### config.mk
export PLATFORM = sky130hd
export DESIGN_NAME = radio_node_upload_sequencer
export DESIGN_NICKNAME = d
export VERILOG_FILES = /design/src/rtl/rnus_pkg.sv /design/src/rtl/rnus_cfg.sv /design/src/rtl/rnus_core.sv /design/src/rtl/radio_node_upload_sequencer.sv
export SDC_FILE = /design/constraint.sdc
export NUM_CORES = 1
export LEC_CHECK = 0
export ABC_CLOCK_PERIOD_IN_PS = 4840
export BUFFER_PORTS_ARGS = -buffer_cell sky130_fd_sc_hd__buf_2
export CAP_MARGIN = 25
export CORE_ASPECT_RATIO = 0.5
export CORE_MARGIN = 2
export CORE_UTILIZATION = 53
export DETAILED_ROUTE_END_ITERATION = 12
export PLACE_DENSITY = 0.77
export REMOVE_ABC_BUFFERS = 1
export SETUP_SLACK_MARGIN = 0.2
export SLEW_MARGIN = 20
export SYNTH_ARGS = -nofsm -noshare
export SYNTH_HDL_FRONTEND = slang
export SYNTH_HIERARCHICAL = 1
export SYNTH_SLANG_ARGS = --single-unit
export TNS_END_PERCENT = 50
### constraint.sdc
create_clock -name clk -period 4.84 [get_ports clk]
set_input_delay 0.484 -clock clk [delete_from_list [all_inputs] [get_ports clk]]
set_output_delay 0.484 -clock clk [all_outputs]
set_load 0.02 [all_outputs]
### src/rtl/rnus_pkg.sv
// rnus_pkg: types and constants shared by the radio node upload sequencer
// phase codes, item structs, configuration bundle; no dependencies
package rnus_pkg;

    typedef enum logic [3:0] {
        PH_START  = 4'd0,
        PH_LISTEN = 4'd1,
        PH_IDLE   = 4'd2,
        PH_SLEEP  = 4'd3,
        PH_PING   = 4'd4,
        PH_WPONG  = 4'd5,
        PH_PREP   = 4'd6,
        PH_WREADY = 4'd7,
        PH_READ   = 4'd8,
        PH_SEND   = 4'd9,
        PH_WACK   = 4'd10
    } phase_t;

    localparam logic       OP_TICK   = 1'b0;
    localparam logic       OP_PACKET = 1'b1;

    localparam logic [2:0] PK_PONG   = 3'd1;
    localparam logic [2:0] PK_ACK    = 3'd4;

    localparam logic [1:0] CS_READY  = 2'd1;
    localparam logic [1:0] CS_END    = 2'd2;

    localparam logic [1:0] SEND_NONE = 2'd0;
    localparam logic [1:0] SEND_PING = 2'd1;
    localparam logic [1:0] SEND_PREP = 2'd2;
    localparam logic [1:0] SEND_DATA = 2'd3;

    localparam logic [1:0] MODE_KEEP = 2'd0;
    localparam logic [1:0] MODE_IDLE = 2'd1;
    localparam logic [1:0] MODE_RX   = 2'd2;

    localparam logic [1:0] EV_NONE   = 2'd0;
    localparam logic [1:0] EV_RETRY  = 2'd1;
    localparam logic [1:0] EV_FAIL   = 2'd2;
    localparam logic [1:0] EV_DONE   = 2'd3;

    // register indexes on the configuration port
    localparam logic [1:0] REG_DEVICE  = 2'd0;
    localparam logic [1:0] REG_LISTEN  = 2'd1;
    localparam logic [1:0] REG_RECEIVE = 2'd2;
    localparam logic [1:0] REG_RETRIES = 2'd3;

    localparam logic [31:0] DEVICE_RST  = 32'd0;
    localparam logic [23:0] LISTEN_RST  = 24'd5000;
    localparam logic [23:0] RECEIVE_RST = 24'd1000;
    localparam logic [7:0]  RETRIES_RST = 8'd3;

    localparam logic [7:0]  CHUNK_MAX   = 8'd255;
    localparam int          ELAPSED_W   = 25;
    localparam logic [ELAPSED_W-1:0] ELAPSED_MAX = '1;

    typedef struct packed {
        logic [31:0] own_device_id;
        logic [23:0] listen_window_ms;
        logic [23:0] receive_window_ms;
        logic [7:0]  max_retries;
    } cfg_t;

    typedef struct packed {
        logic        opcode;
        logic [2:0]  packet_kind;
        logic [31:0] packet_device;
        logic        radio_transmitting;
        logic [1:0]  chunk_status;
        logic [7:0]  chunk_length;
        logic [23:0] drawn_wait;
    } in_item_t;

    typedef struct packed {
        logic [3:0] node_state;
        logic [1:0] send_kind;
        logic [7:0] send_sequence;
        logic [7:0] send_length;
        logic [1:0] radio_mode;
        logic       read_request;
        logic [1:0] event_res;
    } res_item_t;

endpackage

### src/rtl/rnus_cfg.sv
// rnus_cfg: apb register file holding the four configuration registers
// depends on rnus_pkg for the register indexes, reset values and cfg_t
module rnus_cfg
    import rnus_pkg::*;
(
    input  logic        clk,
    input  logic        rst_n,
    input  logic        psel,
    input  logic        penable,
    input  logic        pwrite,
    input  logic [3:0]  paddr,
    input  logic [31:0] pwdata,
    output logic [31:0] prdata,
    output logic        pready,
    output cfg_t        cfg
);

    cfg_t       cfg_reg;
    logic       wr_en;
    logic [1:0] reg_idx;

    assign pready  = 1'b1;
    assign reg_idx = paddr[3:2];
    assign wr_en   = psel && penable && pwrite && pready;
    assign cfg     = cfg_reg;

    always_ff @(posedge clk or negedge rst_n)
    begin
        if (!rst_n)
        begin
            cfg_reg.own_device_id     <= DEVICE_RST;
            cfg_reg.listen_window_ms  <= LISTEN_RST;
            cfg_reg.receive_window_ms <= RECEIVE_RST;
            cfg_reg.max_retries       <= RETRIES_RST;
        end
        else if (wr_en)
        begin
            unique case (reg_idx)
                REG_DEVICE:  cfg_reg.own_device_id     <= pwdata;
                REG_LISTEN:  cfg_reg.listen_window_ms  <= pwdata[23:0];
                REG_RECEIVE: cfg_reg.receive_window_ms <= pwdata[23:0];
                REG_RETRIES: cfg_reg.max_retries       <= pwdata[7:0];
                default: ;
            endcase
        end
    end

    always_comb
    begin
        unique case (reg_idx)
            REG_DEVICE:  prdata = cfg_reg.own_device_id;
            REG_LISTEN:  prdata = {8'd0, cfg_reg.listen_window_ms};
            REG_RECEIVE: prdata = {8'd0, cfg_reg.receive_window_ms};
            REG_RETRIES: prdata = {24'd0, cfg_reg.max_retries};
            default:     prdata = 32'd0;
        endcase
    end

endmodule

### src/rtl/rnus_core.sv
// rnus_core: node state registers and the combinational phase update
// depends on rnus_pkg for phase_t, item structs and field codes
module rnus_core
    import rnus_pkg::*;
#(
    parameter int SEQ_BITS = 8
)
(
    input  logic      clk,
    input  logic      rst_n,
    input  cfg_t      cfg,
    input  logic      step,
    input  in_item_t  item,
    output res_item_t res
);

    phase_t                phase_reg, phase_next;
    logic [ELAPSED_W-1:0]  elapsed_reg, elapsed_next;
    logic [23:0]           wait_reg, wait_next;
    logic [7:0]            retry_reg, retry_next;
    logic [SEQ_BITS-1:0]   seq_reg, seq_next;
    logic [7:0]            held_reg, held_next;

    logic [ELAPSED_W-1:0]  elapsed_inc;
    logic                  listen_passed;
    logic                  receive_passed;
    logic                  timer_done;
    logic                  traffic;
    logic [SEQ_BITS+7:0]   seq_ext;
    logic [7:0]            seq_low;
    logic [7:0]            clen_clip;

    assign elapsed_inc    = (elapsed_reg < ELAPSED_MAX) ? elapsed_reg + 1'b1 : elapsed_reg;
    assign listen_passed  = elapsed_inc > {1'b0, cfg.listen_window_ms};
    assign receive_passed = elapsed_inc > {1'b0, cfg.receive_window_ms};
    assign timer_done     = (wait_reg != 24'd0) && (elapsed_inc > {1'b0, wait_reg});
    assign traffic        = (item.packet_kind != PK_ACK)
                            && (item.packet_device != cfg.own_device_id);
    assign seq_ext        = {8'd0, seq_reg};
    assign seq_low        = seq_ext[7:0];
    assign clen_clip      = (item.chunk_length > CHUNK_MAX) ? CHUNK_MAX : item.chunk_length;

    always_comb
    begin
        phase_next        = phase_reg;
        elapsed_next      = elapsed_reg;
        wait_next         = wait_reg;
        retry_next        = retry_reg;
        seq_next          = seq_reg;
        held_next         = held_reg;
        res.send_kind     = SEND_NONE;
        res.send_sequence = 8'd0;
        res.send_length   = 8'd0;
        res.radio_mode    = MODE_KEEP;
        res.read_request  = 1'b0;
        res.event_res     = EV_NONE;

        if (item.opcode == OP_TICK)
        begin
            elapsed_next = elapsed_inc;
            unique case (phase_reg) inside
                PH_START:
                begin
                    retry_next   = 8'd0;
                    phase_next   = PH_LISTEN;
                    elapsed_next = '0;
                    wait_next    = 24'd0;
                end
                PH_IDLE, PH_SLEEP:
                begin
                    res.radio_mode = MODE_IDLE;
                    if (timer_done)
                    begin
                        phase_next   = PH_LISTEN;
                        elapsed_next = '0;
                        wait_next    = 24'd0;
                    end
                end
                PH_LISTEN:
                begin
                    retry_next     = 8'd0;
                    res.radio_mode = MODE_RX;
                    if (listen_passed)
                    begin
                        phase_next   = PH_PING;
                        elapsed_next = '0;
                        wait_next    = 24'd0;
                    end
                end
                PH_PING:
                begin
                    res.send_kind     = SEND_PING;
                    res.send_sequence = seq_low;
                    phase_next        = PH_WPONG;
                    elapsed_next      = '0;
                    wait_next         = 24'd0;
                end
                PH_PREP:
                begin
                    res.send_kind     = SEND_PREP;
                    res.send_sequence = seq_low;
                    phase_next        = PH_WREADY;
                    elapsed_next      = '0;
                    wait_next         = 24'd0;
                end
                PH_SEND:
                begin
                    res.send_kind     = SEND_DATA;
                    res.send_sequence = seq_low;
                    res.send_length   = held_reg;
                    phase_next        = PH_WACK;
                    elapsed_next      = '0;
                    wait_next         = 24'd0;
                end
                PH_WPONG, PH_WREADY, PH_WACK:
                begin
                    // waits hold off while the radio is still transmitting
                    if (!item.radio_transmitting)
                    begin
                        res.radio_mode = MODE_RX;
                        if (receive_passed)
                        begin
                            elapsed_next = '0;
                            wait_next    = 24'd0;
                            if (phase_reg != PH_WPONG && retry_reg < cfg.max_retries)
                            begin
                                retry_next    = retry_reg + 1'b1;
                                res.event_res = EV_RETRY;
                                phase_next    = (phase_reg == PH_WREADY) ? PH_PREP : PH_SEND;
                            end
                            else
                            begin
                                res.event_res = EV_FAIL;
                                phase_next    = PH_LISTEN;
                            end
                        end
                    end
                end
                PH_READ:
                begin
                    res.read_request = 1'b1;
                    if (item.chunk_status == CS_END)
                    begin
                        res.event_res = EV_DONE;
                        phase_next    = PH_IDLE;
                        elapsed_next  = '0;
                        wait_next     = item.drawn_wait;
                    end
                    else if (item.chunk_status == CS_READY && item.chunk_length != 8'd0)
                    begin
                        held_next    = clen_clip;
                        phase_next   = PH_SEND;
                        elapsed_next = '0;
                        wait_next    = 24'd0;
                    end
                end
                default: ;
            endcase
        end
        else
        begin
            unique case (phase_reg)
                PH_LISTEN:
                begin
                    // foreign traffic: back off asleep
                    if (traffic)
                    begin
                        phase_next   = PH_SLEEP;
                        elapsed_next = '0;
                        wait_next    = item.drawn_wait;
                    end
                end
                PH_WPONG:
                begin
                    if (item.packet_kind == PK_PONG)
                    begin
                        retry_next   = 8'd0;
                        phase_next   = PH_PREP;
                        elapsed_next = '0;
                        wait_next    = 24'd0;
                    end
                end
                PH_WREADY:
                begin
                    if (item.packet_kind == PK_ACK)
                    begin
                        seq_next     = SEQ_BITS'(1);
                        retry_next   = 8'd0;
                        phase_next   = PH_READ;
                        elapsed_next = '0;
                        wait_next    = 24'd0;
                    end
                end
                PH_WACK:
                begin
                    if (item.packet_kind == PK_ACK)
                    begin
                        seq_next     = seq_reg + 1'b1;
                        retry_next   = 8'd0;
                        phase_next   = PH_READ;
                        elapsed_next = '0;
                        wait_next    = 24'd0;
                    end
                end
                default: ;
            endcase
        end

        res.node_state = phase_next;
    end

    always_ff @(posedge clk or negedge rst_n)
    begin
        if (!rst_n)
        begin
            phase_reg   <= PH_START;
            elapsed_reg <= '0;
            wait_reg    <= 24'd0;
            retry_reg   <= 8'd0;
            seq_reg     <= '0;
            held_reg    <= 8'd0;
        end
        else if (step)
        begin
            phase_reg   <= phase_next;
            elapsed_reg <= elapsed_next;
            wait_reg    <= wait_next;
            retry_reg   <= retry_next;
            seq_reg     <= seq_next;
            held_reg    <= held_next;
        end
    end

    a_change_clears_elapsed: assert property (@(posedge clk) disable iff (!rst_n)
        step && (phase_next != phase_reg) |=> elapsed_reg == '0)
        else $error("elapsed time not cleared on a phase change");

    a_packet_keeps_time: assert property (@(posedge clk) disable iff (!rst_n)
        step && (item.opcode == OP_PACKET) && (phase_next == phase_reg) |=> $stable(elapsed_reg))
        else $error("packet request moved elapsed time");

    a_send_enters_wait: assert property (@(posedge clk) disable iff (!rst_n)
        step && (res.send_kind != SEND_NONE)
        |=> (phase_reg == PH_WPONG) || (phase_reg == PH_WREADY) || (phase_reg == PH_WACK))
        else $error("transmit did not enter a wait phase");

    a_idle_only_holds: assert property (@(posedge clk) disable iff (!rst_n)
        !step |=> $stable(phase_reg) && $stable(seq_reg) && $stable(retry_reg))
        else $error("state moved without a request");

endmodule

### src/rtl/radio_node_upload_sequencer.sv
// channel   | dir | handshake         | payload
// s_axis    | in  | s_tvalid/s_tready | s_tdata (item fields), s_tuser (opcode)
// m_axis    | out | m_tvalid/m_tready | m_tdata (result fields)
// apb cfg   | in  | psel/penable      | paddr, pwdata, prdata; pready tied high
//
// one request is accepted per cycle while the output drains; its result is loaded into the
// result register by the single phase update once the held request moves on
// input and output registers form a two-stage pipeline with full throughput
// a stalled output holds its result and back-pressures the input register
// rst_n clears the phase state, handshake flags and configuration registers
// top level: input register, rnus_core state update, result register, rnus_cfg
module radio_node_upload_sequencer
    import rnus_pkg::*;
#(
    parameter int SEQ_BITS = 8
)
(
    input  logic        clk,
    input  logic        rst_n,
    input  logic        s_tvalid,
    output logic        s_tready,
    // [2:0] packet_kind, [34:3] packet_device, [35] radio_transmitting,
    // [37:36] chunk_status, [45:38] chunk_length, [69:46] drawn_wait, [71:70] zero
    input  logic [71:0] s_tdata,
    // [0] opcode
    input  logic [0:0]  s_tuser,
    output logic        m_tvalid,
    input  logic        m_tready,
    // [3:0] node_state, [5:4] send_kind, [13:6] send_sequence,
    // [21:14] send_length, [23:22] radio_mode, [24] read_request,
    // [26:25] event_res, [31:27] zero
    output logic [31:0] m_tdata,
    input  logic        psel,
    input  logic        penable,
    input  logic        pwrite,
    input  logic [3:0]  paddr,
    input  logic [31:0] pwdata,
    output logic [31:0] prdata,
    output logic        pready
);

    cfg_t      cfg;
    in_item_t  in_item;
    in_item_t  in_reg;
    logic      in_valid_reg;
    res_item_t res;
    res_item_t out_reg;
    logic      out_valid_reg;
    logic      step;

    assign in_item.opcode             = s_tuser[0];
    assign in_item.packet_kind        = s_tdata[2:0];
    assign in_item.packet_device      = s_tdata[34:3];
    assign in_item.radio_transmitting = s_tdata[35];
    assign in_item.chunk_status       = s_tdata[37:36];
    assign in_item.chunk_length       = s_tdata[45:38];
    assign in_item.drawn_wait         = s_tdata[69:46];

    // the held request moves on when the result slot is free or being drained
    assign step     = in_valid_reg && (!out_valid_reg || m_tready);
    assign s_tready = !in_valid_reg || step;

    rnus_cfg u_cfg (
        .clk     (clk),
        .rst_n   (rst_n),
        .psel    (psel),
        .penable (penable),
        .pwrite  (pwrite),
        .paddr   (paddr),
        .pwdata  (pwdata),
        .prdata  (prdata),
        .pready  (pready),
        .cfg     (cfg)
    );

    rnus_core #(
        .SEQ_BITS (SEQ_BITS)
    ) u_core (
        .clk   (clk),
        .rst_n (rst_n),
        .cfg   (cfg),
        .step  (step),
        .item  (in_reg),
        .res   (res)
    );

    always_ff @(posedge clk or negedge rst_n)
    begin
        if (!rst_n)
        begin
            in_valid_reg  <= 1'b0;
            out_valid_reg <= 1'b0;
        end
        else
        begin
            if (s_tready)
            begin
                in_valid_reg <= s_tvalid;
            end
            if (step)
            begin
                out_valid_reg <= 1'b1;
            end
            else if (m_tready)
            begin
                out_valid_reg <= 1'b0;
            end
        end
    end

    always_ff @(posedge clk)
    begin
        if (s_tready && s_tvalid)
        begin
            in_reg <= in_item;
        end
        if (step)
        begin
            out_reg <= res;
        end
    end

    assign m_tvalid = out_valid_reg;
    assign m_tdata  = {5'd0, out_reg.event_res, out_reg.read_request, out_reg.radio_mode,
                       out_reg.send_length, out_reg.send_sequence, out_reg.send_kind,
                       out_reg.node_state};

    a_stall_backpressure: assert property (@(posedge clk) disable iff (!rst_n)
        out_valid_reg && !m_tready && in_valid_reg |-> !s_tready)
        else $error("input accepted while both stages are stalled");

    a_step_fills_output: assert property (@(posedge clk) disable iff (!rst_n)
        step |=> out_valid_reg)
        else $error("result lost after a state update");

    a_drain_empties: assert property (@(posedge clk) disable iff (!rst_n)
        out_valid_reg && m_tready && !step |=> !out_valid_reg)
        else $error("result repeated after it was taken");

endmodule

### After elaboration in Yosys (flattened, before gate mapping)

Index checks and enable logic that the tools add are counted.

| storage, ports and cells | value |
|---|---|
| output and inout port bits | 67 |
| flip-flop bits (word level) | 265 |

| operators by class | value |
|---|---|
| add/sub/neg operators | 3 |
| reduce and logical (&&, ||, !) cells | 35 |
| bitwise operators | 3 |
| mux-type cells | 63 |
| equal/unequal tests | 33 |
| order comparisons | 6 |

Operators with widths:

| operator | number |
|---|---|
| $mux 25 | 11 |
| $mux 24 | 10 |
| $pmux 32 s4 | 1 |
| $pmux 25 s5 | 1 |
| $pmux 24 s5 | 1 |
| $gt 25x24->1 | 3 |
| $pmux 25 s3 | 1 |
| $mux 8 | 9 |
| $pmux 24 s3 | 1 |
| $mux 4 | 12 |
| $pmux 8 s2 | 3 |
| $ne 32x32->1 | 1 |
| $pmux 4 s8 | 1 |
| $pmux 10 s3 | 1 |
| $add 25x1->25 const B | 1 |
| $lt 25x25->1 const B | 1 |
| $reduce_bool 24->1 | 1 |
| $ne 3x2->1 const B | 7 |
| $add 8x1->8 const B | 2 |
| $eq 4x3->1 const B | 4 |
| $reduce_and 5->1 | 3 |
| $eq 4x4->1 const B | 3 |
| $pmux 4 s3 | 1 |
| $reduce_and 11->1 | 1 |
| other kinds (32) | 63 |

### Logic depth before layout (Yosys ltp)

Gate-level depths: netlist of the first run.

| logic depth | value |
|---|---|
| word-level depth | 7 |
| depth in mapped cells | 19 |

### Modules after synthesis

Netlist of the first run, hierarchy kept.

Modules (own cells, without submodules):

| module | area each (um^2) | sequential area each (um^2) | instances | cells an instance |
|---|---|---|---|---|
| rnus_core | 7,073.0 | 1,926.8 | 1 | 856 |
| rnus_cfg | 3,983.8 | 2,218.4 | 1 | 267 |
| radio_node_upload_sequencer | 3,088.0 | 2,992.9 | 1 | 112 |

### Worst setup path before layout of the first run

OpenSTA, ideal clock, no wires.

| path | value |
|---|---|
| kind | register -> register |
| start point | register u_core.elapsed_reg[9] |
| end point | register out_reg (netlist bit m_tdata[3]), data pin |
| arrival time | 4.279 ns |
| buffers on the path | 1 |
| clock period less this slack | 4.537 ns |
| setup time | 0.259 ns |
| slack | 0.303 ns |
| stages on the path, launching flop included | 18 |
| cell sequence | dfrtp_1 > and4_1 > and2_1 > nand4_1 > or4b_2 > and2_1 > nand3_1 > xnor2_1 > ha_1 > and3_1 > and3_1 > a2111o_1 > a31oi_1 > a211oi_2 > buf_2 > a211oi_1 > nor2_1 > o31a_1 |

RTL lines:

| element | line | text |
|---|---|---|
| start, declared | rnus_core.sv:18 | `logic [ELAPSED_W-1:0] elapsed_reg, elapsed_next;` |
| start signal, assigned | rnus_core.sv:226 | `elapsed_reg <= elapsed_next;` |
| end signal, assigned | radio_node_upload_sequencer.sv:119 | `out_reg <= res;` |
| end, declared | radio_node_upload_sequencer.sv:47 | `res_item_t out_reg;` |

### Final worst setup path of the first run

| path | value |
|---|---|
| start point | register u_core.elapsed_reg[12] |
| end point | register u_core.elapsed_reg[4] |

| on the way | value |
|---|---|
| longest elaborated chain between the ends | 7 |
| elaborated cells between the ends (all ways) | 15 |
| classes of those cells | 1 x add/sub; 4 x order compare; 9 x mux; 1 x reduce/logical |

RTL lines:

| element | line | text |
|---|---|---|
| $add 25x1->25 or $lt 25x25->1 (tied branches) | rnus_core.sv:33 | `assign elapsed_inc = (elapsed_reg < ELAPSED_MAX) ? elapsed_reg + 1'b1 : elapsed_reg;` |
| $mux 25 (*) | rnus_core.sv:33 |  |
| $gt 25x24->1 (on tied branches) | rnus_core.sv:35, rnus_core.sv:36 |  |
| $mux 25 or $logic_and 1x1->1 (tied branches) | rnus_core.sv:121, rnus_core.sv:36 |  |
| $mux 25 (on tied branches) | rnus_core.sv:118, rnus_core.sv:72 |  |
| $pmux 25 s5 (*) | rnus_core.sv:61 | `unique case (phase_reg) inside` |
| $mux 25 (*) | rnus_core.sv:58 | `if (item.opcode == OP_TICK)` |

Every way passes the cells marked *; elsewhere a longest branch is shown, timed or not.
A chain may end at the register's enable or synchronous reset.

==> results.ini, run 1 <==
[yosys]
ys_ff_latch=265
synth_seq_area_share_pct=50.46
yosys_warnings=6
synth_cell_type_count=81
synth.largest_area_cell=dfrtp_1
synthArstFlopShare_pct=63.02
synth.cell_area_sq_um=14140
synth_top_flop_cell=dfrtp_1
synth_cells=1235
ys_top_cells_by_area=dfrtp_1 27%, edfxtp_1 21%, mux2_2 7.4%
synth_edf_count=98
syn_avg_cell_area_sq_um=11.45
yosysTopAreaCellShare_pct=27.24

[grt]
grt_pass1_wl_um=58570
overflow=0
grt_max_degree=87
grt_pass1_vias=10870
grt_usage_pct=26.50
antenna_found_initial=3

[layout]
syn_to_final_growth_pct=22.32
final_area_sq_um=17300
nFillCells=1990
finalNonFillerCells=1854
nets=1679
largest_reg_flops=88
layout-drive-gt1-share_pct=33.80

[floorplan]
start_util_pct=53.73
rows=42
die-width_um=235.0
dieArea_sq_um=28090
coreArea_sq_um=26330
io-pin-count=183
fp.dieH_um=119.5

[place]
dp_hpwl_um=26530
gp_congestion=0.9159
preCtsSetupSlack_ps=-3.515
dpl.cell_count=1784
port-buffer-count=172
placed_area_sq_um=15730

[sta]
finalCritPeriodShare_pct=94.70
whs_ps=-13.30
drv_slew=0
slew_headroom_pct=24.85
rsz0062_at_grt=true
tightest_slew_ps=1117
setup_tns_ps=0
setup_viol=0
hold_violations=11
fmax_mhz=218.2
worst_slack_ps=256.7
clock_skew_ps=19.92
fin_crit_ps=4583

[setup_path]
max_stage_delay_ps=520
reg2regPathDepth=19
cp.arrival_ps=5050
cp_common_cell=buf_4
r2r-start=u_core/elapsed_reg[12]
cp_slowest_cell=or4b_4
rrSetupSlack_ps=260
path_cells=and4_1 -> and2_4 -> nand4_1 -> buf_4 -> or4b_4 -> and2_4 -> nand3_4 -> xnor2_4 -> ha_1 -> a211oi_1 -> o211ai_1 -> o221a_2 -> o41ai_2 -> buf_4 -> a41o_1 -> a211oi_2 -> buf_4 -> or4_1 -> o21ai_0
crit_path_start_kind=flop
crit_type=reg2reg
crit_path_max_fanout=7
crit_required_ps=5300
cp-startpoint=u_core/elapsed_reg[12]
cp_top_family=simple AND/OR/NAND/NOR gates
r2r_end=u_core/elapsed_reg[4]
crit_buf_inv=3
setup.worst_path.end_class=flop

[pwr]
p_per_area_nw_per_um2=426.3
p_leak_uw=0.007749
vdd_drop_max_v=0.0003084

[clock_network]
clk_pin_slew_ps=70
cts_root_buf=clkbuf_16
cts_buffer_depth=3
insertion_delay_ps=550
htree_levels=1
cts_tree=built
cts_sinks=265
hold_buffers=0
cts_inserted_buffers=25

[routing]
wl_um=37640
dr_total_vias=10820
routedWlPerCell_um=20.30
viasPerCell=5.837
drt_iter0_drc=919
drt_pass1_iterations=5
ant_nets=0
drc=0

[job]
cap_violations=0

[outcome]
outcome=finished with violations
violations=negative hold slack

[min_path]
holdCritPathClass=in2async

## cell usage in the layout (no fill, tap or decap), types with 42 or more instances in the layout
master,Yosys,routed
buf_2,12,172
dfrtp_1,154,148
edfxtp_1,98,98
mux2_2,93,93
nand2_1,94,90
inv_1,90,90
buf_4,12,84
ha_1,82,70
o21ai_0,49,48
a21oi_1,47,46
nor2_1,45,42
## report_power, final
group | internal [uW] | total, uW | leakage, uW | switching (uW)
registers | 2730 | 3080 | 0.00306 | 354
logic | 929 | 2070 | 0.00425 | 1140
clock network | 1300 | 2230 | 0.000446 | 926
total | 4960 | 7380 | 0.00775 | 2420
## per-layer routing
layer,global-route usage (%),share of wire (%),up-vias
met5,0,0,-
met2,41.60,45,336
met4,8.623,3.3,0
met1,37.70,46,5407
li1,-,-,5001
met3,4.624,5.5,78
## worst register-to-register path: cells and delay by family, from the launching register on
kind | cells | cell delay, ps
simple gates | 7 | 1810
buf+inv | 3 | 560
flops | 1 | 390
compound gates | 7 | 1290
xor+xnor | 1 | 160
fa+ha+maj | 1 | 280
## repair_timing
item / CTS / global route
buffers inserted: 5 / 14
pin swaps: 5 / 38
hold endpoints to repair: 0 / 0
setup endpoints to repair: 55 / 67
resized for setup: 18 / 64
## how the worst max path moves through the flow
stage	endpoint	depth (start not counted)
after floorplan	u_core/wait_reg[0]	16
after global placement	u_core/elapsed_reg[3]	20
after detailed placement	u_core/elapsed_reg[3]	20
after CTS	u_core/wait_reg[11]	19
after global routing	u_core/elapsed_reg[4]	19
final	u_core/elapsed_reg[4]	19
## stage by stage
step	hold slack, ps	power [uW]	util (%)
after CTS	31.92	7282	63.71
after floorplan	188.4	4281	-
after global routing	53.45	7753	65.72
after detailed placement	453.1	5036	59.76
after global placement	446.0	4934	59.76
final	-13.30	7375	65.72
## kinds of logic after synthesis
| family | after synthesis | synth area share [%] |
|---|---|---|
| other | 2 | 0.05309 |
| adders and majority gates | 82 | 7.253 |
| buffers and inverters | 141 | 4.485 |
| muxes | 123 | 10.39 |
| xor gates and xnor gates | 48 | 3.025 |
| DFF | 265 | 50.46 |
| and+or+nand+nor | 353 | 13.52 |
| AOI/OAI and AO/OA | 221 | 10.81 |
## layout make-up
type / instances / area, sq um / area share, %
clock buffers: 27 / 643.1 / 3.717
clock inverters: 19 / 275.3 / 1.591
repair buffers: 265 / 1623 / 9.380
diodes: 2 / 5.005 / 0.02893
inverters: 91 / 341.6 / 1.974
multi-input cells: 833 / 6828 / 39.46
flip-flops and latches: 265 / 7146 / 41.30
well taps: 352 / 440.4 / 2.546
## cells in the mapped netlist, types with 3 or more instances
master and number:
nor2_1 45, a21oi_1 47, edfxtp_1 98, or2_2 11, mux2i_1 19, o21a_1 8
nand2b_1 16, a311oi_1 3, and2_1 33, xnor2_1 45, o211ai_1 12, dfrtp_1 154
and3_1 11, nor3_1 12, a22oi_1 4, a211oi_1 14, and4_1 9, mux4_2 4
clkbuf_1 16, mux4_1 4, buf_1 4, nor4_1 12, nand4_1 30, a22o_1 28
nor2b_1 11, buf_4 12, nor4b_1 3, ha_1 82, buf_2 12, nand3_1 35
o31ai_1 5, or3_1 9, or4_1 5, dfstp_2 13, buf_6 6, mux2_2 93
a31oi_1 8, a21o_1 13, inv_1 90, o21ai_0 49, nor3b_1 3, nand2_1 94
Note: power is estimated with default switching activity, not from simulation.
==> inputs of run 2 (changes only) <==
Settings changed: CORE_UTILIZATION 53 to 55, CTS_BUF_LIST from default to sky130_fd_sc_hd__clkbuf_8, PLACE_DENSITY 0.77 to 0.79, SLEW_MARGIN 20 to default.
==> results.ini, run 2 (same netlist as run 1, synthesis figures left out) <==
[outcome]
outcome=finished with violations
violations=negative hold slack

[pwr]
fin_total_pwr_uw=7195
p_sw_share_pct=34.10
vdd_drop_max_v=0.0002180
p_seq_share_pct=42.8
p_per_area_nw_per_um2=417.4
power_frac_comb_pct=29.8
internal_power_uw=4742
p_sw_uw=2453
clkPwrFrac_pct=27.4
p_leak_uw=0.007850

[floorplan]
fp.dieH_um=117.4
coreArea_sq_um=25240
rows=41
die-width_um=230.8
start_util_pct=56.04
dieArea_sq_um=27090
io-pin-count=183

[setup_path]
cp.arrival_ps=5220
crit_type=reg2reg
max_stage_delay_ps=430
crit_path_start_kind=flop
reg2regPathDepth=22
cp_slowest_cell=dfrtp_1
worst-path-stages=22
cp_common_cell=buf_4
path_cells=and4_2 -> nand3_4 -> o21ai_4 -> buf_4 -> nor4_4 -> nand3_2 -> buf_4 -> nor3_1 -> or2_4 -> ha_4 -> nand4_1 -> nor4_4 -> buf_4 -> o221a_2 -> o41ai_2 -> buf_4 -> a41o_1 -> buf_4 -> a211o_4 -> buf_6 -> a31oi_1 -> o2bb2ai_1
crit_required_ps=5290
crit_path_max_fanout=7
cp_top_family=simple AND/OR/NAND/NOR gates
setup.worst_path.end_class=flop
crit_buf_inv=6

[sta]
hold_violations=7
setup_viol=0
finalCritPeriodShare_pct=98.55
whs_ps=-3.085
slew_headroom_pct=33.19
tightest_slew_ps=1002
rsz0062_at_grt=true
fin_crit_ps=4770
clock_skew_ps=24.15
drv_slew=0
fmax_mhz=209.7

[clock_network]
htree_levels=2
cts_sinks=265
hold_buffers=0
cts_buffer_depth=3
cts_inserted_buffers=41
insertion_delay_ps=570
cts_tree=built
clk_pin_slew_ps=70
cts_root_buf=clkbuf_8

[layout]
final_area_sq_um=17240
final_cell_mix=172 x buf_2, 149 x dfrtp_1, 103 x inv_1
layout_commonest_cell=buf_2
layout-drive-gt1-share_pct=34.03
register_area_sq_um=7144
syn_to_final_growth_pct=21.88
largest_reg_flops=88
nFillCells=1841
finalNonFillerCells=1884
multi_input_area_sq_um=6750
utilization_pct=68.30
nets=1702

[routing]
wl_um=38060
ant_nets=0
viasPerCell=5.942
routedWlPerCell_um=20.20
drc=0
dr_total_vias=11200
drt_pass1_iterations=5
drt_iter0_drc=1053

[min_path]
holdCritPathClass=in2async

[grt]
grt_pass1_wl_um=57950
overflow=0
antenna_found_initial=3
grt_usage_pct=27.20
grt_max_degree=168
grt_pass1_vias=10850

[place]
placed_area_sq_um=15760
port-buffer-count=172
dp_hpwl_um=25960
dpl.cell_count=1778
gp_congestion=0.9246

[job]
cap_violations=0

-- run 2: cell types whose count changed in the layout (fill, tap and decap cells not counted), moves of 5 or more --
cell	previous run	this run
clkbuf_16	25	1
clkbuf_8	1	47
inv_1	90	103
inv_6	5	0
-- run 2: layout make-up --
type	instances	share of cell area, %
clock buffer	47	3.752
sequential	265	41.44
multi-input combinational	833	39.16
inverter	91	1.981
antenna	3	0.04355
clock inverter	29	1.161
tap	344	2.497
timing repair buffer	272	9.965
-- run 2: path summary, 6_finish.rpt --
path,start,end,slack [ps]
worst max-delay path,u_core/elapsed_reg[5],u_core/elapsed_reg[6],70
worst min-delay path,rst_n,u_cfg/cfg[24],-3
worst max register to register,u_core/elapsed_reg[5],u_core/elapsed_reg[6],70
worst min register to register,in_reg[20],u_core/wait_reg[20],460
max in group asynchronous,rst_n,u_core/elapsed_reg[4],3990
min in group clk,s_tdata[11],in_reg[43],80
-- run 2: repair_timing --
action,4_1_cts,5_1_grt
buffers inserted,10,14
gates cloned,0,1
pin swaps,11,19
gates resized for setup,29,48
endpoints found under the hold margin,0,0
endpoints found under the setup margin,61,63
-- run 2: power by group through the flow --
stage / clock network (uW) / registers [uW] / logic (uW)
floorplan: 0 / 3010 / 1270
detailed placement: 0 / 3110 / 1940
global placement: 0 / 3080 / 1850
global route: 2110 / 3120 / 2320
CTS: 2000 / 3070 / 1990
finish: 1970 / 3080 / 2150
-- run 2: per-stage QoR --
step / TNS, ps / setup slack [ps]
5_1_grt: -89.66 / -38.49
6_report: 0 / 70.41
3_3_place_gp: 0 / 11.23
3_5_place_dp: -1461 / -136.3
2_1_floorplan: 0 / 248.1
4_1_cts: 0 / 201.6
-- run 2: worst register-to-register path, cell delays in order (launching register included) --
cell	delay [ps]
dfrtp_1	430
and4_2	290
nand3_4	140
o21ai_4	70
buf_4	150
nor4_4	290
nand3_2	160
buf_4	170
nor3_1	350
or2_4	240
ha_4	140
nand4_1	160
nor4_4	320
buf_4	170
o221a_2	180
o41ai_2	70
buf_4	160
a41o_1	260
buf_4	150
a211o_4	350
buf_6	160
a31oi_1	170
o2bb2ai_1	90
-- run 2: per-layer routing --
| layer | global-route usage (%) | vias to the layer above | wire length, um |
|---|---|---|---|
| met1 | 38.43 | 5500 | 16580 |
| met3 | 5.545 | 88 | 3167 |
| met2 | 41.72 | 541 | 17300 |
| met4 | 9.919 | 0 | 1011 |
| met5 | 0 | - | 0 |
| li1 | - | 5066 | - |
==> inputs of run 3 (changes only) <==
Settings changed: SETUP_SLACK_MARGIN 0.2 to 0.4.
==> results.ini, run 3 (same netlist as run 1, synthesis figures left out) <==
[layout]
utilization_pct=70.90
layout_commonest_cell=buf_2
syn_to_final_growth_pct=26.50
final_area_sq_um=17890
final_cell_mix=172 x buf_2, 150 x dfrtp_1, 103 x inv_1, 103 x buf_4, 98 x edfxtp_1
nets=1736
layout-drive-gt1-share_pct=37.87
largest_reg_flops=88

[setup_path]
cp.arrival_ps=5110
path_cells=and4_1 -> nand3_2 -> o21ai_4 -> buf_6 -> nor4_4 -> nand3_2 -> o21a_1 -> or2_4 -> ha_4 -> nand4_1 -> buf_4 -> nor2_1 -> o221a_2 -> o41ai_2 -> buf_4 -> a41o_1 -> buf_4 -> a211o_4 -> buf_6 -> a31oi_1 -> o2bb2ai_1
r2r_end=u_core/elapsed_reg[6]
crit_path_start_kind=flop
crit_buf_inv=5
cp_slowest_cell=dfrtp_2
rrSetupSlack_ps=190
crit_required_ps=5290
cp_top_family=simple AND/OR/NAND/NOR gates
worst-path-stages=21
reg2regPathDepth=21
r2r-start=u_core/elapsed_reg[4]
crit_path_max_fanout=7
cp_common_cell=buf_4
setup.worst_path.end_class=flop
cp-startpoint=u_core/elapsed_reg[4]
crit_type=reg2reg
worst_setup_path_endpoint=u_core/elapsed_reg[6]
max_stage_delay_ps=480

[sta]
hold_violations=5
slew_headroom_pct=31.91
tightest_slew_ps=1021
fin_crit_ps=4654
fmax_mhz=214.9
drv_slew=0
setup_tns_ps=0
setup_viol=0
whs_ps=-18.06
rsz0062_at_grt=true
finalCritPeriodShare_pct=96.16
clock_skew_ps=24.22

[floorplan]
io-pin-count=183
fp.dieH_um=117.4
dieArea_sq_um=27090
rows=41
start_util_pct=56.04
coreArea_sq_um=25240
die-width_um=230.8

[grt]
grt_max_degree=168
grt_usage_pct=28.02
grt_pass1_vias=11170
grt_pass1_wl_um=59930
antenna_found_initial=2
overflow=0

[place]
port-buffer-count=172
dp_hpwl_um=25960
gp_congestion=0.9246
placed_area_sq_um=15760

[clock_network]
insertion_delay_ps=580
clk_pin_slew_ps=70
cts_sinks=265
cts_buffer_depth=3
cts_root_buf=clkbuf_8
cts_inserted_buffers=41
cts_tree=built
htree_levels=2

[routing]
dr_total_vias=11530
drt_iter0_drc=1187
drt_pass1_iterations=5
drc=0
wl_um=39960
routedWlPerCell_um=20.84
viasPerCell=6.015
ant_nets=0

[outcome]
outcome=finished with violations
violations=negative hold slack

[min_path]
holdCritPathClass=in2async

[pwr]
vdd_drop_max_v=0.0002178
p_per_area_nw_per_um2=410.7
p_leak_uw=0.008125

[job]
cap_violations=0

[run 3: cell count changes in the layout (fill, tap and decap cells not counted), sizes merged]
cell    delta
buf       +35
diode      -1
clkbuf     -1
[run 3: timing repair]
item,in CTS,in global routing
hold buffers,0,0
setup endpoints to repair,67,67
pin swaps,53,51
resized for setup,71,78
buffers inserted,48,11
[run 3: cell type report]
cell class	instances	area (sq um)
inverter	91	341.6
multi-input combinational	833	7107
fill	1745	7346
clock buffer	47	646.9
clock inverter	29	200.2
timing repair buffer	306	2019
sequential	265	7143
tap	344	430.4
antenna	2	5.005
[run 3: routing by layer]
| metal | GRT usage, % | routed length, um | share of wire [%] | vias to the layer above |
|---|---|---|---|---|
| li1 | - | - | - | 5124 |
| met1 | 39.41 | 16820 | 42 | 5719 |
| met2 | 43.64 | 18530 | 46 | 589 |
| met3 | 5.472 | 3356 | 8.4 | 99 |
| met4 | 9.637 | 1253 | 3.1 | 0 |
| met5 | 0 | 0 | 0 | - |
[run 3: stage by stage]
| stage | cells | power, uW | hold slack [ps] | setup WS [ps] |
|---|---|---|---|---|
| after global placement | 1776 | 4934 | 449.5 | 11.23 |
| after CTS | 1902 | 7114 | 45.27 | 305.2 |
| after global routing | 1917 | 7690 | 45.13 | 85.07 |
| after detailed placement | 1778 | 5046 | 452.4 | -136.3 |
| final | 1917 | 7349 | -18.06 | 185.7 |
| after floorplan | 1189 | 4281 | 188.4 | 248.1 |
[run 3: where the power goes]
part	leakage (uW)	switching (uW)	internal (uW)
clock network	0.000485	926	1050
registers	0.00306	352	2730
logic	0.00458	1260	1030
total	0.00813	2540	4810
[run 3: worst min path at each step]
stage	startpoint	end	slack, ps	cells after the start
after floorplan	rst_n	in_valid_reg	190	0
after global placement	in_reg[22]	u_core/wait_reg[22]	450	1
after detailed placement	in_reg[19]	u_core/wait_reg[19]	450	1
after CTS	s_tdata[0]	in_reg[67]	50	1
after global routing	s_tdata[0]	in_reg[67]	50	1
final	rst_n	u_cfg/cfg[87]	-20	2
